### src/hdl/mbw_ram.sv
// generic single-write single-read synchronous ram with a registered read port
`timescale 1ns / 1ps

module mbw_ram #(
  parameter int DEPTH = 16,
  parameter int WIDTH = 1
) (
  input  logic                     clk_i,
  input  logic                     we_i,
  input  logic [$clog2(DEPTH)-1:0] waddr_i,
  input  logic [WIDTH-1:0]         wdata_i,
  input  logic                     re_i,
  input  logic [$clog2(DEPTH)-1:0] raddr_i,
  output logic [WIDTH-1:0]         rdata_o
);

  logic [WIDTH-1:0] mem [DEPTH];
  logic [WIDTH-1:0] rdata_q;

  // write port
  always_ff @(posedge clk_i) begin
    if (we_i) begin
      mem[waddr_i] <= wdata_i;
    end
  end

  // registered read port
  always_ff @(posedge clk_i) begin
    if (re_i) begin
      rdata_q <= mem[raddr_i];
    end
  end

  assign rdata_o = rdata_q;

endmodule

### config.mk
export PLATFORM = sky130hd
export DESIGN_NAME = mbw_ram
export DESIGN_NICKNAME = d
export VERILOG_FILES = /design/src/hdl/mbw_ram.sv
export SDC_FILE = /design/constraint.sdc
export NUM_CORES = 1
export LEC_CHECK = 0
export BUFFER_PORTS_ARGS = -buffer_cell sky130_fd_sc_hd__buf_2
export CORE_AREA = 2 2 47 49
export CTS_CLUSTER_DIAMETER = 80
export DETAILED_ROUTE_END_ITERATION = 16
export DIE_AREA = 0 0 49 51
export GPL_TIMING_DRIVEN = 0
export PLACE_DENSITY_LB_ADDON = 0.1
export SLEW_MARGIN = 10
export SYNTH_ARGS = -nofsm -noshare
export SYNTH_HDL_FRONTEND = slang
export SYNTH_SLANG_ARGS = --single-unit
### constraint.sdc
create_clock -name clk_i -period 2.7 [get_ports clk_i]
set_input_delay 0.27 -clock clk_i [delete_from_list [all_inputs] [get_ports clk_i]]
set_output_delay 0.27 -clock clk_i [all_outputs]
set_load 0.1 [all_outputs]
==> out/qor.yml <==
fp.dieArea_sq_mm: 0.00250
drive_above_1_share_pct: 25.4
pre_cts_slack_ps: 1160
synth_top_area_share_pct: 67.5
cts.repair.resized: 0
area_growth_pct: 16.1
synthArstFlopShare_pct: 0
post_cts_buffers: 0
yosys.area.top_type: "edfxtp_1"
worst-path-max-fanout: 1
reg2reg_slack_ps: 1310
max-vdd-ir-drop_mv: 0.285
yosys_warnings: 0
path_buf_inv: 0
syn_inst: 47
antenna_found_initial: 0
grt_pass1_vias: 445
clkSinkCount: 17
nets: 76
num_vias: 432
cpPeakStageDelay_ps: 500
hold_depth: 1
clk_latency_ps: 280
cts_hold_buf: 0
fin_skew_ps: 2.13
cp_top_family: "multiplexers"
ios: 13
reg2reg_depth: 3
ant_nets: 0
tns_ps: 0
path_clk_slew_ps: 90
period_minus_slack_ps: 1390
htreeDepth: 1
wl_um: 1110
port_buffers: 12
synthMostInstantiatedCell: "edfxtp_1"
end_kind: "flip-flop"
synth.cell_area_sq_um: 756
synth_ff_type: "edfxtp_1"
maxCapViolations: 0
ys_seq_area_share_pct: 67.5
grt_max_degree: 17
grt_pass1_wl_um: 1990
syn_avg_cell_area_sq_um: 16.1
cts_tree: "done"
worst_slack_ps: 1310
p_leak_nw: 0.308
synth_area_leaders: "edfxtp_1 (68%), mux4_1 (14%), nor2_1 (6.0%), mux2i_1 (4.0%), nor3_1 (2.6%)"
drt_iter0_drc: 12
die_w_um: 49
ys_top_cells_by_count: "edfxtp_1 (17), nor2_1 (12), mux4_1 (4), nor3_1 (4), mux2i_1 (3)"
hold_start: "re_i"
rr_endpoint: "rdata_o$_DFFE_PP_"
ys_ff_latch: 17
r2r_start: "mem[5]$_DFFE_PP_"
finalCritPeriodShare_pct: 51.4
synth_nets: 59
fp.dieH_um: 51
synth_edf_count: 17
start_kind: "flip-flop"
slew_headroom_pct: 67.9
initial_core_util_pct: 36.6
viasPerCell: 4.75
cts-root-buf: "clkbuf_4"
outcome: "complete, no violations"
path_class: "flip-flop to flip-flop"
grt_usage_pct: 11.0
core-area_sq_mm: 0.00206
slowest_stage: "mux4_1"
drt_pass1_iterations: 4
drc: 0
report.final.slew_viol_count: 0
cts_made_buffers: 3
wl_per_cell_um: 12.2
cts.path.max_buffers: 2
worstHoldEndpoint: "rdata_o$_DFFE_PP_"
crit_top_cell: "mux2i_1"
hold_slack_ps: 185
arrival_ps: 1420
worst_pin_slew_ps: 484
max_freq_mhz: 721
finalHoldViolCount: 0
fp-row-count: 17
synth_cell_types: 10
diodes: 0
hold_path_class: "input pin to flip-flop"
required_ps: 2730
overflow: 0
cp_cell_sequence: "mux4_1 > mux2i_1 > mux2i_1"
powerDensity_mw_per_mm2: 542
rsz0062_at_grt: "no"
finalSetupViolCount: 0
place_congestion: 0.672
[final cells by class]
type                    count  area, sq um
repair buffers             12         60.1
fillers                   196         1190
clock buffers               4         26.3
flip-flops and latches     17          510
multi-input cells          30          245
well taps                  28         35.0
[placed cells by master, fill, tap and decap left out, drive strengths merged]
master / n
buf: 12
clkbuf: 4
edfxtp: 17
mux2i: 3
mux4: 4
nand2: 1
nand2b: 2
nand3: 1
nand3b: 2
nor2: 12
nor3: 4
or3b: 1
[state kept, by name, indices dropped and copies added (netlist names)]
name	cells
mem	16
rdata_o	1
[metrics by stage]
stage | cells | cell area, sq um | utilization [%] | power [mW]
floorplan | 47 | 756 | - | 0.332
global placement | 87 | 851 | 41.2 | 0.352
detailed placement | 87 | 851 | 41.2 | 0.354
CTS | 91 | 877 | 42.5 | 0.479
global route | 91 | 877 | 42.5 | 0.494
finish | 91 | 877 | 42.5 | 0.476
[power by group]
| group | switching [mW] | internal, mW |
|---|---|---|
| sequential | 0.00125 | 0.297 |
| clock | 0.0720 | 0.0573 |
| combinational | 0.0300 | 0.0183 |
| total | 0.103 | 0.372 |
[worst max-delay path by stage]
| stage | startpoint | cells after the start | to | slack (ps) |
|---|---|---|---|---|
| after floorplan | mem[13]$_DFFE_PP_ | 3 | rdata_o$_DFFE_PP_ | 1430 |
| after global placement | raddr_i[0] | 4 | rdata_o$_DFFE_PP_ | 1200 |
| after detailed placement | raddr_i[0] | 4 | rdata_o$_DFFE_PP_ | 1160 |
| after CTS | mem[5]$_DFFE_PP_ | 3 | rdata_o$_DFFE_PP_ | 1290 |
| after global routing | mem[13]$_DFFE_PP_ | 3 | rdata_o$_DFFE_PP_ | 1240 |
| final | mem[5]$_DFFE_PP_ | 3 | rdata_o$_DFFE_PP_ | 1310 |
[worst reg2reg max path, cell delays in order, from the launching register on]
cell and delay [ps]:
edfxtp_1 390, mux4_1 500, mux2i_1 150, mux2i_1 100
[routing by layer]
layer  GRT usage, %  vias to the layer above  routed length (um)
met5              0                        -                   0
met4           7.14                        0                  12
met3           2.92                        2                  76
met2           18.5                       15                 548
met1           12.5                      198                 471
li1               -                      217                   -
[logic make-up (layout without fill, tap and decap cells)]
group         Yosys count  count (layout)  synth area share (%)
simple gates           23              23                  14.6
flops                  17              17                  67.5
mux                     7               7                  17.9
buf+inv                 0              16                     0
No activity file was read; power rests on OpenSTA's default activity.
