### config.mk
export PLATFORM = sky130hd
export DESIGN_NAME = mbw_walk_ctrl
export DESIGN_NICKNAME = d
export VERILOG_FILES = /design/src/hdl/mbw_pkg.sv /design/src/hdl/mbw_walk_ctrl.sv
export SDC_FILE = /design/constraint.sdc
export NUM_CORES = 1
export LEC_CHECK = 0
export BUFFER_PORTS_ARGS = -buffer_cell sky130_fd_sc_hd__clkbuf_2
export CORE_UTILIZATION = 55
export CTS_CLUSTER_DIAMETER = 100
export CTS_CLUSTER_SIZE = 14
export DETAILED_ROUTE_END_ITERATION = 16
export GPL_ROUTABILITY_DRIVEN = 0
export PLACE_DENSITY = 0.77
export SLEW_MARGIN = 0
export SYNTH_ARGS = -nofsm -noshare
export SYNTH_HDL_FRONTEND = slang
export SYNTH_SLANG_ARGS = --single-unit
### constraint.sdc
create_clock -name clk_i -period 13.1 [get_ports clk_i]
set_input_delay 2.62 -clock clk_i [delete_from_list [all_inputs] [get_ports clk_i]]
set_output_delay 2.62 -clock clk_i [all_outputs]
set_load 0.03 [all_outputs]
### src/hdl/mbw_pkg.sv
// shared constants, types and helper functions of the maze walk block
`timescale 1ns / 1ps

package mbw_pkg;

  // grid and stack geometry
  localparam int GRID_COLUMNS = 80;
  localparam int GRID_ROWS    = 21;
  localparam int STACK_DEPTH  = 420;

  // field widths
  localparam int X_W   = 7;
  localparam int Y_W   = 5;
  localparam int RND_W = 8;
  localparam int EV_W  = 2;

  localparam int CELLS    = GRID_COLUMNS * GRID_ROWS;
  localparam int CELL_AW  = $clog2(CELLS);
  localparam int STACK_AW = $clog2(STACK_DEPTH);
  localparam int COUNT_W  = $clog2(STACK_DEPTH + 1);
  localparam int ENTRY_W  = X_W + Y_W;

  // carving bounds
  localparam int EDGE_LO = 3;
  localparam int MAX_X   = GRID_COLUMNS - 3;
  localparam int MAX_Y   = GRID_ROWS - 3;

  // directions, tested in this order
  localparam int DIRS  = 4;
  localparam int DIR_W = 2;
  localparam logic [DIR_W-1:0] DIR_UP    = 2'd0;
  localparam logic [DIR_W-1:0] DIR_RIGHT = 2'd1;
  localparam logic [DIR_W-1:0] DIR_DOWN  = 2'd2;
  localparam logic [DIR_W-1:0] DIR_LEFT  = 2'd3;
  localparam int CNT_W = $clog2(DIRS + 1);

  // divide by three of an 8-bit value: (v * 171) >> 9 is exact below 256
  localparam int DIV3       = 3;
  localparam int RECIP_MUL  = 171;
  localparam int RECIP_SHFT = 9;
  localparam int PROD_W     = RND_W + 8;

  typedef enum logic [EV_W-1:0] {
    EV_CARVED = 2'd0,
    EV_BACK   = 2'd1,
    EV_FINISH = 2'd2
  } event_e;

  typedef enum logic [3:0] {
    ST_IDLE,
    ST_CLEAR,
    ST_START,
    ST_FIN,
    ST_TOP,
    ST_LOOK,
    ST_CHOOSE,
    ST_POP,
    ST_WALL,
    ST_TGT
  } state_e;

  typedef struct packed {
    event_e         ev;
    logic [X_W-1:0] x;
    logic [Y_W-1:0] y;
    logic           last;
  } result_t;

  typedef struct packed {
    logic               we;
    logic [CELL_AW-1:0] waddr;
    logic               wdata;
    logic               re;
    logic [CELL_AW-1:0] raddr;
  } vis_req_t;

  typedef struct packed {
    logic                we;
    logic [STACK_AW-1:0] waddr;
    logic [ENTRY_W-1:0]  wdata;
    logic                re;
    logic [STACK_AW-1:0] raddr;
  } stk_req_t;

  // linear square address, row major
  function automatic logic [CELL_AW-1:0] cell_addr(input logic [X_W:0] x,
                                                   input logic [Y_W:0] y);
    logic [31:0] full;
    full = 32'(y) * 32'(GRID_COLUMNS) + 32'(x);
    return full[CELL_AW-1:0];
  endfunction

  // direction of open square number (rnd mod count)
  function automatic logic [DIR_W-1:0] pick_dir(input logic [DIRS-1:0]  open,
                                                input logic [RND_W-1:0] rnd);
    logic [CNT_W-1:0]  cnt;
    logic [PROD_W-1:0] prod;
    logic [RND_W-1:0]  quo;
    logic [RND_W-1:0]  rem3;
    logic [DIR_W-1:0]  idx;
    logic [CNT_W-1:0]  seen;
    logic [DIR_W-1:0]  dir;
    cnt = '0;
    for (int d = 0; d < DIRS; d++) begin
      cnt = cnt + CNT_W'(open[d]);
    end
    prod = PROD_W'(rnd) * PROD_W'(RECIP_MUL);
    quo  = RND_W'(prod >> RECIP_SHFT);
    rem3 = rnd - RND_W'(quo * RND_W'(DIV3));
    case (cnt)
      3'd2:    idx = {1'b0, rnd[0]};
      3'd3:    idx = rem3[DIR_W-1:0];
      3'd4:    idx = rnd[DIR_W-1:0];
      default: idx = '0;
    endcase
    seen = '0;
    dir  = DIR_UP;
    for (int d = 0; d < DIRS; d++) begin
      if (open[d]) begin
        if (seen == {1'b0, idx}) begin
          dir = DIR_W'(d);
        end
        seen = seen + CNT_W'(1);
      end
    end
    return dir;
  endfunction

endpackage

### src/hdl/mbw_walk_ctrl.sv
// walk sequencer: start clear sweep, stack top fetch, neighbor lookup, carve and push or pop
`timescale 1ns / 1ps

module mbw_walk_ctrl (
  input  logic                          clk_i,
  input  logic                          rst_ni,
  input  logic                          in_valid_i,
  output logic                          in_ready_o,
  input  logic                          mode_i,
  input  logic [mbw_pkg::X_W-1:0]       start_x_i,
  input  logic [mbw_pkg::Y_W-1:0]       start_y_i,
  input  logic [mbw_pkg::RND_W-1:0]     random_value_i,
  input  logic                          out_free_i,
  output logic                          emit_valid_o,
  output mbw_pkg::result_t              emit_res_o,
  output mbw_pkg::vis_req_t             vis_req_o,
  input  logic                          vis_rdata_i,
  output mbw_pkg::stk_req_t             stk_req_o,
  input  logic [mbw_pkg::ENTRY_W-1:0]   stk_rdata_i
);

  mbw_pkg::state_e                    state_q, state_d;
  logic [mbw_pkg::COUNT_W-1:0]        count_q, count_d;
  logic [mbw_pkg::X_W-1:0]            top_x_q, top_x_d;
  logic [mbw_pkg::Y_W-1:0]            top_y_q, top_y_d;
  logic [mbw_pkg::RND_W-1:0]          rnd_q, rnd_d;
  logic [mbw_pkg::DIR_W-1:0]          dir_q, dir_d;
  logic                               rd_pend_q, rd_pend_d;
  logic [mbw_pkg::DIR_W-1:0]          rd_dir_q, rd_dir_d;
  logic [mbw_pkg::DIRS-1:0]           open_q, open_d;
  logic [mbw_pkg::DIR_W-1:0]          pick_q, pick_d;
  logic [mbw_pkg::CELL_AW-1:0]        clr_addr_q, clr_addr_d;

  logic [mbw_pkg::X_W:0]              cand_x [mbw_pkg::DIRS];
  logic [mbw_pkg::Y_W:0]              cand_y [mbw_pkg::DIRS];
  logic [mbw_pkg::DIRS-1:0]           inb;
  logic [mbw_pkg::DIRS-1:0]           open_cur;
  logic [mbw_pkg::DIR_W-1:0]          choice;
  logic [mbw_pkg::X_W-1:0]            wall_x;
  logic [mbw_pkg::Y_W-1:0]            wall_y;
  logic                               start_in_grid;

  // squares two away from the stack top, wrapping below zero lands out of bounds
  always_comb begin
    cand_x[mbw_pkg::DIR_UP]    = {1'b0, top_x_q};
    cand_y[mbw_pkg::DIR_UP]    = {1'b0, top_y_q} - (mbw_pkg::Y_W+1)'(2);
    cand_x[mbw_pkg::DIR_RIGHT] = {1'b0, top_x_q} + (mbw_pkg::X_W+1)'(2);
    cand_y[mbw_pkg::DIR_RIGHT] = {1'b0, top_y_q};
    cand_x[mbw_pkg::DIR_DOWN]  = {1'b0, top_x_q};
    cand_y[mbw_pkg::DIR_DOWN]  = {1'b0, top_y_q} + (mbw_pkg::Y_W+1)'(2);
    cand_x[mbw_pkg::DIR_LEFT]  = {1'b0, top_x_q} - (mbw_pkg::X_W+1)'(2);
    cand_y[mbw_pkg::DIR_LEFT]  = {1'b0, top_y_q};
    for (int d = 0; d < mbw_pkg::DIRS; d++) begin
      inb[d] = (cand_x[d] >= (mbw_pkg::X_W+1)'(mbw_pkg::EDGE_LO)) &&
               (cand_x[d] <= (mbw_pkg::X_W+1)'(mbw_pkg::MAX_X)) &&
               (cand_y[d] >= (mbw_pkg::Y_W+1)'(mbw_pkg::EDGE_LO)) &&
               (cand_y[d] <= (mbw_pkg::Y_W+1)'(mbw_pkg::MAX_Y)) &&
               cand_x[d][0] && cand_y[d][0];
    end
  end

  // fold in the visited bit arriving this cycle
  always_comb begin
    for (int d = 0; d < mbw_pkg::DIRS; d++) begin
      if (rd_pend_q && (rd_dir_q == mbw_pkg::DIR_W'(d))) begin
        open_cur[d] = inb[d] & ~vis_rdata_i;
      end else begin
        open_cur[d] = open_q[d];
      end
    end
    choice = mbw_pkg::pick_dir(open_cur, rnd_q);
  end

  // wall square between the top and the chosen target
  always_comb begin
    wall_x = top_x_q;
    wall_y = top_y_q;
    unique case (pick_q)
      mbw_pkg::DIR_UP:    wall_y = top_y_q - mbw_pkg::Y_W'(1);
      mbw_pkg::DIR_RIGHT: wall_x = top_x_q + mbw_pkg::X_W'(1);
      mbw_pkg::DIR_DOWN:  wall_y = top_y_q + mbw_pkg::Y_W'(1);
      mbw_pkg::DIR_LEFT:  wall_x = top_x_q - mbw_pkg::X_W'(1);
    endcase
  end

  assign start_in_grid = ({1'b0, top_x_q} < (mbw_pkg::X_W+1)'(mbw_pkg::GRID_COLUMNS)) &&
                         ({1'b0, top_y_q} < (mbw_pkg::Y_W+1)'(mbw_pkg::GRID_ROWS));

  // next state
  always_comb begin
    state_d = state_q;
    unique case (state_q)
      mbw_pkg::ST_IDLE: begin
        if (in_valid_i) begin
          if (!mode_i) begin
            state_d = mbw_pkg::ST_CLEAR;
          end else if (count_q == '0) begin
            state_d = mbw_pkg::ST_FIN;
          end else begin
            state_d = mbw_pkg::ST_TOP;
          end
        end
      end
      mbw_pkg::ST_CLEAR: begin
        if (clr_addr_q == mbw_pkg::CELL_AW'(mbw_pkg::CELLS - 1)) begin
          state_d = mbw_pkg::ST_START;
        end
      end
      mbw_pkg::ST_START: if (out_free_i) state_d = mbw_pkg::ST_IDLE;
      mbw_pkg::ST_FIN:   if (out_free_i) state_d = mbw_pkg::ST_IDLE;
      mbw_pkg::ST_TOP:   state_d = mbw_pkg::ST_LOOK;
      mbw_pkg::ST_LOOK: begin
        if (dir_q == mbw_pkg::DIR_LEFT) begin
          state_d = mbw_pkg::ST_CHOOSE;
        end
      end
      mbw_pkg::ST_CHOOSE: begin
        state_d = (|open_cur) ? mbw_pkg::ST_WALL : mbw_pkg::ST_POP;
      end
      mbw_pkg::ST_POP:  if (out_free_i) state_d = mbw_pkg::ST_IDLE;
      mbw_pkg::ST_WALL: if (out_free_i) state_d = mbw_pkg::ST_TGT;
      mbw_pkg::ST_TGT:  if (out_free_i) state_d = mbw_pkg::ST_IDLE;
      default:          state_d = mbw_pkg::ST_IDLE;
    endcase
  end

  // outputs, memory requests and datapath updates
  always_comb begin
    in_ready_o   = 1'b0;
    emit_valid_o = 1'b0;
    emit_res_o   = '{ev: mbw_pkg::EV_CARVED, x: '0, y: '0, last: 1'b1};
    vis_req_o    = '0;
    stk_req_o    = '0;
    count_d      = count_q;
    top_x_d      = top_x_q;
    top_y_d      = top_y_q;
    rnd_d        = rnd_q;
    dir_d        = dir_q;
    rd_pend_d    = 1'b0;
    rd_dir_d     = rd_dir_q;
    open_d       = open_cur;
    pick_d       = pick_q;
    clr_addr_d   = clr_addr_q;
    unique case (state_q)
      mbw_pkg::ST_IDLE: begin
        in_ready_o = 1'b1;
        if (in_valid_i) begin
          top_x_d    = start_x_i;
          top_y_d    = start_y_i;
          rnd_d      = random_value_i;
          clr_addr_d = '0;
          // fetch the stack top for a step
          if (mode_i && (count_q != '0)) begin
            stk_req_o.re    = 1'b1;
            stk_req_o.raddr = mbw_pkg::STACK_AW'(count_q - mbw_pkg::COUNT_W'(1));
          end
        end
      end
      mbw_pkg::ST_CLEAR: begin
        vis_req_o.we    = 1'b1;
        vis_req_o.waddr = clr_addr_q;
        vis_req_o.wdata = 1'b0;
        clr_addr_d      = clr_addr_q + mbw_pkg::CELL_AW'(1);
      end
      mbw_pkg::ST_START: begin
        if (out_free_i) begin
          emit_valid_o    = 1'b1;
          emit_res_o      = '{ev: mbw_pkg::EV_CARVED, x: top_x_q, y: top_y_q, last: 1'b1};
          vis_req_o.we    = start_in_grid;
          vis_req_o.waddr = mbw_pkg::cell_addr({1'b0, top_x_q}, {1'b0, top_y_q});
          vis_req_o.wdata = 1'b1;
          stk_req_o.we    = 1'b1;
          stk_req_o.waddr = '0;
          stk_req_o.wdata = {top_y_q, top_x_q};
          count_d         = mbw_pkg::COUNT_W'(1);
        end
      end
      mbw_pkg::ST_FIN: begin
        if (out_free_i) begin
          emit_valid_o = 1'b1;
          emit_res_o   = '{ev: mbw_pkg::EV_FINISH, x: '0, y: '0, last: 1'b1};
          count_d      = '0;
        end
      end
      mbw_pkg::ST_TOP: begin
        top_x_d = stk_rdata_i[mbw_pkg::X_W-1:0];
        top_y_d = stk_rdata_i[mbw_pkg::ENTRY_W-1:mbw_pkg::X_W];
        dir_d   = mbw_pkg::DIR_UP;
        open_d  = '0;
      end
      mbw_pkg::ST_LOOK: begin
        // one neighbor read per cycle, skipped when out of bounds
        vis_req_o.re    = inb[dir_q];
        vis_req_o.raddr = mbw_pkg::cell_addr(cand_x[dir_q], cand_y[dir_q]);
        rd_pend_d       = 1'b1;
        rd_dir_d        = dir_q;
        dir_d           = dir_q + mbw_pkg::DIR_W'(1);
      end
      mbw_pkg::ST_CHOOSE: begin
        pick_d = choice;
      end
      mbw_pkg::ST_POP: begin
        if (out_free_i) begin
          emit_valid_o = 1'b1;
          emit_res_o   = '{ev: (count_q == mbw_pkg::COUNT_W'(1)) ? mbw_pkg::EV_FINISH
                                                                 : mbw_pkg::EV_BACK,
                           x: '0, y: '0, last: 1'b1};
          count_d      = count_q - mbw_pkg::COUNT_W'(1);
        end
      end
      mbw_pkg::ST_WALL: begin
        if (out_free_i) begin
          emit_valid_o    = 1'b1;
          emit_res_o      = '{ev: mbw_pkg::EV_CARVED, x: wall_x, y: wall_y, last: 1'b0};
          vis_req_o.we    = 1'b1;
          vis_req_o.waddr = mbw_pkg::cell_addr({1'b0, wall_x}, {1'b0, wall_y});
          vis_req_o.wdata = 1'b1;
        end
      end
      mbw_pkg::ST_TGT: begin
        if (out_free_i) begin
          emit_valid_o    = 1'b1;
          emit_res_o      = '{ev: mbw_pkg::EV_CARVED,
                              x: cand_x[pick_q][mbw_pkg::X_W-1:0],
                              y: cand_y[pick_q][mbw_pkg::Y_W-1:0],
                              last: 1'b1};
          vis_req_o.we    = 1'b1;
          vis_req_o.waddr = mbw_pkg::cell_addr(cand_x[pick_q], cand_y[pick_q]);
          vis_req_o.wdata = 1'b1;
          // push the target unless the stack is full
          if (count_q < mbw_pkg::COUNT_W'(mbw_pkg::STACK_DEPTH)) begin
            stk_req_o.we    = 1'b1;
            stk_req_o.waddr = mbw_pkg::STACK_AW'(count_q);
            stk_req_o.wdata = {cand_y[pick_q][mbw_pkg::Y_W-1:0],
                               cand_x[pick_q][mbw_pkg::X_W-1:0]};
            count_d         = count_q + mbw_pkg::COUNT_W'(1);
          end
        end
      end
      default: begin
        in_ready_o = 1'b0;
      end
    endcase
  end

  // control registers
  always_ff @(posedge clk_i or negedge rst_ni) begin
    if (!rst_ni) begin
      state_q   <= mbw_pkg::ST_IDLE;
      count_q   <= '0;
      rd_pend_q <= 1'b0;
      pick_q    <= mbw_pkg::DIR_UP;
    end else begin
      state_q   <= state_d;
      count_q   <= count_d;
      rd_pend_q <= rd_pend_d;
      pick_q    <= pick_d;
    end
  end

  // datapath registers
  always_ff @(posedge clk_i) begin
    top_x_q    <= top_x_d;
    top_y_q    <= top_y_d;
    rnd_q      <= rnd_d;
    dir_q      <= dir_d;
    rd_dir_q   <= rd_dir_d;
    open_q     <= open_d;
    clr_addr_q <= clr_addr_d;
  end

`ifndef SYNTHESIS
  a_count_bound: assert property (@(posedge clk_i) disable iff (!rst_ni)
    count_q <= mbw_pkg::COUNT_W'(mbw_pkg::STACK_DEPTH))
    else $error("stack count above depth");

  a_emit_free: assert property (@(posedge clk_i) disable iff (!rst_ni)
    emit_valid_o |-> out_free_i)
    else $error("result issued while output register busy");

  a_vis_port: assert property (@(posedge clk_i) disable iff (!rst_ni)
    !(vis_req_o.we && vis_req_o.re))
    else $error("visited map read and written in one cycle");

  a_push: assert property (@(posedge clk_i) disable iff (!rst_ni)
    (state_q == mbw_pkg::ST_TGT && out_free_i &&
     count_q < mbw_pkg::COUNT_W'(mbw_pkg::STACK_DEPTH))
    |=> count_q == $past(count_q) + mbw_pkg::COUNT_W'(1))
    else $error("push did not grow the stack");

  a_last_read: assert property (@(posedge clk_i) disable iff (!rst_ni)
    (state_q == mbw_pkg::ST_CHOOSE) |-> (rd_pend_q && rd_dir_q == mbw_pkg::DIR_LEFT))
    else $error("choice made before the last neighbor read returned");
`endif

endmodule

==> results_dict.tcl <==
set metrics [dict create \
    cp-end-kind "output pin" \
    leakage_nw 3.92 \
    h-tree-depth 2 \
    tns_ps 0 \
    clockBufferDepth 2 \
    initialDrtViolationCount 643 \
    hold_path.class "reg2reg" \
    worstSetupPathDepth 18 \
    clk_latency_ps 300 \
    cts-hold-fix-buffers 0 \
    hold_viol 0 \
    cp_num_buf_inv 4 \
    worstPathMaxFanout 18 \
    syn-instance-count 902 \
    syn_to_final_growth_pct 10.7 \
    cp_cell_sequence "inv_1, fa_1, inv_1, a21o_1, a21oi_1, xnor2_1, nor2_1, xnor2_1, inv_1, ha_1, fa_1, nand2_1, nor2b_1, o21ai_0, a221oi_1, xnor2_1, o21ai_0, clkbuf_2" \
    nNetsFinal 1130 \
    layout_common_cells "clkbuf_2, ha_1, nor2_1" \
    slew_viol_final 0 \
    startpoint_type "flop" \
    boundaryPins 112 \
    max_freq_ghz 0.132 \
    rrSetupSlack_ps 7010 \
    tightestPinTransition_ps 1040 \
    clkSinkCount 55 \
    min_period_ps 7590 \
    r2r-start "rnd_q[1]$_DFFE_PP_" \
    grt_start_max_net_pins 36 \
    cp_top_family "adder cells" \
    rsz0062_at_grt "false" \
    ctsResizeCount 0 \
    synthesis.nets 1054 \
    first_global_vias 6354 \
    firstDrtPassIters 5 \
    crit_path_end "vis_req_o[23]" \
    drive_above_1_share_pct 15.9 \
    required_ps 10480 \
    antennaDiodeCount 0 \
    drtAntennaViolNets 0 \
    synth_area_per_cell_um2 8.27 \
    grt_use_total_pct 27.1 \
    overflow 0 \
    finalSetupViolations 0 \
    peakVddDrop_mv 0.0640 \
    core_um2 13200 \
    relSlewSlack_pct 30.4 \
    ctsRootBufferMaster "clkbuf_16" \
    worstRegToRegCells 22 \
    synthesis.area_um2 7460 \
    skew_ps 3.45 \
    floorplan.die_area_um2 14000 \
    maxCapViolations 0 \
    yosysWarnings 0 \
    crit_arrival_ps 4970 \
    p_per_area_nw_per_um2 41.5 \
    final_common_cell "clkbuf_2" \
    antenna_found_initial 0 \
    die_h_um 118 \
    reg2reg_to "pick_q[0]$_DFFE_PN0N_" \
    ys_types 70 \
    cts_setup_buffers 0 \
    rows 42 \
    synth-async-reset-ratio_pct 29.1 \
    start_util_pct 56.4 \
    crit_path_max_incr_delay_ps 860 \
    drc_errors 0 \
    crit_path_top_delay_cell "edfxtp_1" \
    ys_seq_area_share_pct 20.5 \
    clkSlewWorstSetupHoldPaths_ps 70 \
    status "finished, final reports clean" \
    via_count 6829 \
    fin_util_pct 62.4 \
    crit_path_start "top_y_q[1]$_DFFE_PP_" \
    cts_tree "yes" \
    wl_mm 18.8 \
    ys_ff_latch 55 \
    viasPerCell 5.91 \
    die_w_um 118 \
    grt_pass1_wl_mm 30.9 \
    synth-edff-count 35 \
    numPortBuffers 111 \
    numCtsBuffers 5 \
    hpwl_mm 14.7 \
    worstSetupPathType "reg2out" \
    ys.flop_type "edfxtp_1" \
    fin_crit_sh_pct 57.9 \
    routedWlPerCell_um 16.3 \
]
-- sequential cells by signal, summed over array words and instances (netlist names) --
register,cells
clr_addr_q,11
count_q,9
rnd_q,8
top_x_q,7
top_y_q,5
open_q,4
state_q,4
dir_q,2
pick_q,2
rd_dir_q,2
rd_pend_q,1
-- power breakdown --
part / switching (mW) / internal [mW]
Clock: 0.0603 / 0.0893
Sequential: 0 / 0.184
Combinational: 0.00434 / 0.00547
Total: 0.0647 / 0.278
-- stage by stage --
step / instance area, um2 / cells / setup slack, ps / hold slack, ps / total power [mW]
global route: 8260 / 1155 / 5080 / 648 / 0.352
detailed placement: 8100 / 1147 / 5780 / 601 / 0.197
global placement: 8100 / 1147 / 5800 / 613 / 0.197
floorplan: 7460 / 902 / 5880 / 452 / 0.190
CTS: 8260 / 1155 / 5530 / 610 / 0.345
finish: 8260 / 1155 / 5510 / 606 / 0.343
-- layer usage --
layer  up-vias  wire [um]  track usage (%)
li1       3340          -                -
met1      3220       8520             37.0
met2       234       8800             44.4
met3        35       1050             3.67
met4         0        456             8.78
met5         -          0                0
-- layout make-up --
type                    instances  area [um2]
clock buffers                   5         125
clock inverters                 3        38.8
fillers                      1201        4980
inverters                      74         278
multi-input cells             724        5460
flip-flops and latches         55        1530
well taps                     176         220
repair buffers                118         608
-- synth_stat cells (3+ instances only) --
cell	instances	area share [%]
fa_1	21	5.6
nand3b_1	4	0.40
inv_1	72	3.6
mux2_2	18	2.7
o21bai_1	3	0.30
ha_1	93	16
mux2i_1	11	1.5
edfxtp_1	35	14
a222oi_1	3	0.40
dfrtp_1	16	5.4
a31oi_1	6	0.50
a21o_1	24	2.4
nand2_1	73	3.7
buf_1	3	0.15
o21ai_0	55	3.7
or2_2	4	0.34
xnor2_1	54	6.3
and3_1	18	1.5
nand4_1	4	0.34
a221oi_1	6	0.70
nor4_1	8	0.67
o21ai_1	4	0.27
nor2_1	78	3.9
buf_2	5	0.34
nor2b_1	13	1.1
nor3_1	15	1.0
a21oi_1	43	2.9
o31ai_1	9	0.91
nand2b_1	12	1.0
o22ai_1	7	0.59
a211oi_1	4	0.40
nand3_1	23	1.5
dfxtp_1	4	1.1
o211ai_1	5	0.50
a22oi_1	9	0.91
o221ai_1	3	0.35
and2_1	15	1.3
nor3b_1	5	0.50
a22o_1	3	0.35
clkbuf_1	39	2.0
xor2_1	31	3.6
or3_1	6	0.50
-- how the worst min path moves through the flow --
stage | startpoint | to | cells past startpoint
floorplan | dir_q[1]$_SDFFCE_PN0P_ | rd_dir_q[1]$_DFFE_PP_ | 0
global placement | count_q[4]$_DFFE_PN0P_ | count_q[4]$_DFFE_PN0P_ | 1
finish | count_q[7]$_DFFE_PN0P_ | count_q[7]$_DFFE_PN0P_ | 1
CTS | count_q[7]$_DFFE_PN0P_ | count_q[7]$_DFFE_PN0P_ | 1
detailed placement | count_q[7]$_DFFE_PN0P_ | count_q[7]$_DFFE_PN0P_ | 1
global route | count_q[7]$_DFFE_PN0P_ | count_q[7]$_DFFE_PN0P_ | 1
-- worst register-to-register path: cells and delay by family, from the launching register on --
| family | cells | cell delay, ps |
|---|---|---|
| flops | 1 | 530 |
| buf+inv | 3 | 170 |
| xor+xnor | 2 | 310 |
| fa+ha+maj | 7 | 2780 |
| simple gates | 6 | 1350 |
| compound gates | 4 | 860 |
-- cells by family (layout without fill, tap and decap cells) --
logic type | count (synthesis) | count (layout) | share of synthesized area (%)
AO/OA/AOI/OAI | 208 | 208 | 18.7
XOR/XNOR | 86 | 86 | 10.3
adder cells (fa/ha/maj) | 114 | 114 | 21.2
buffers and inverters | 123 | 200 | 6.37
flip-flops | 55 | 55 | 20.5
multiplexers | 29 | 29 | 4.19
AND/OR/NAND/NOR | 287 | 287 | 18.7
No activity file was read; power rests on OpenSTA's default activity.
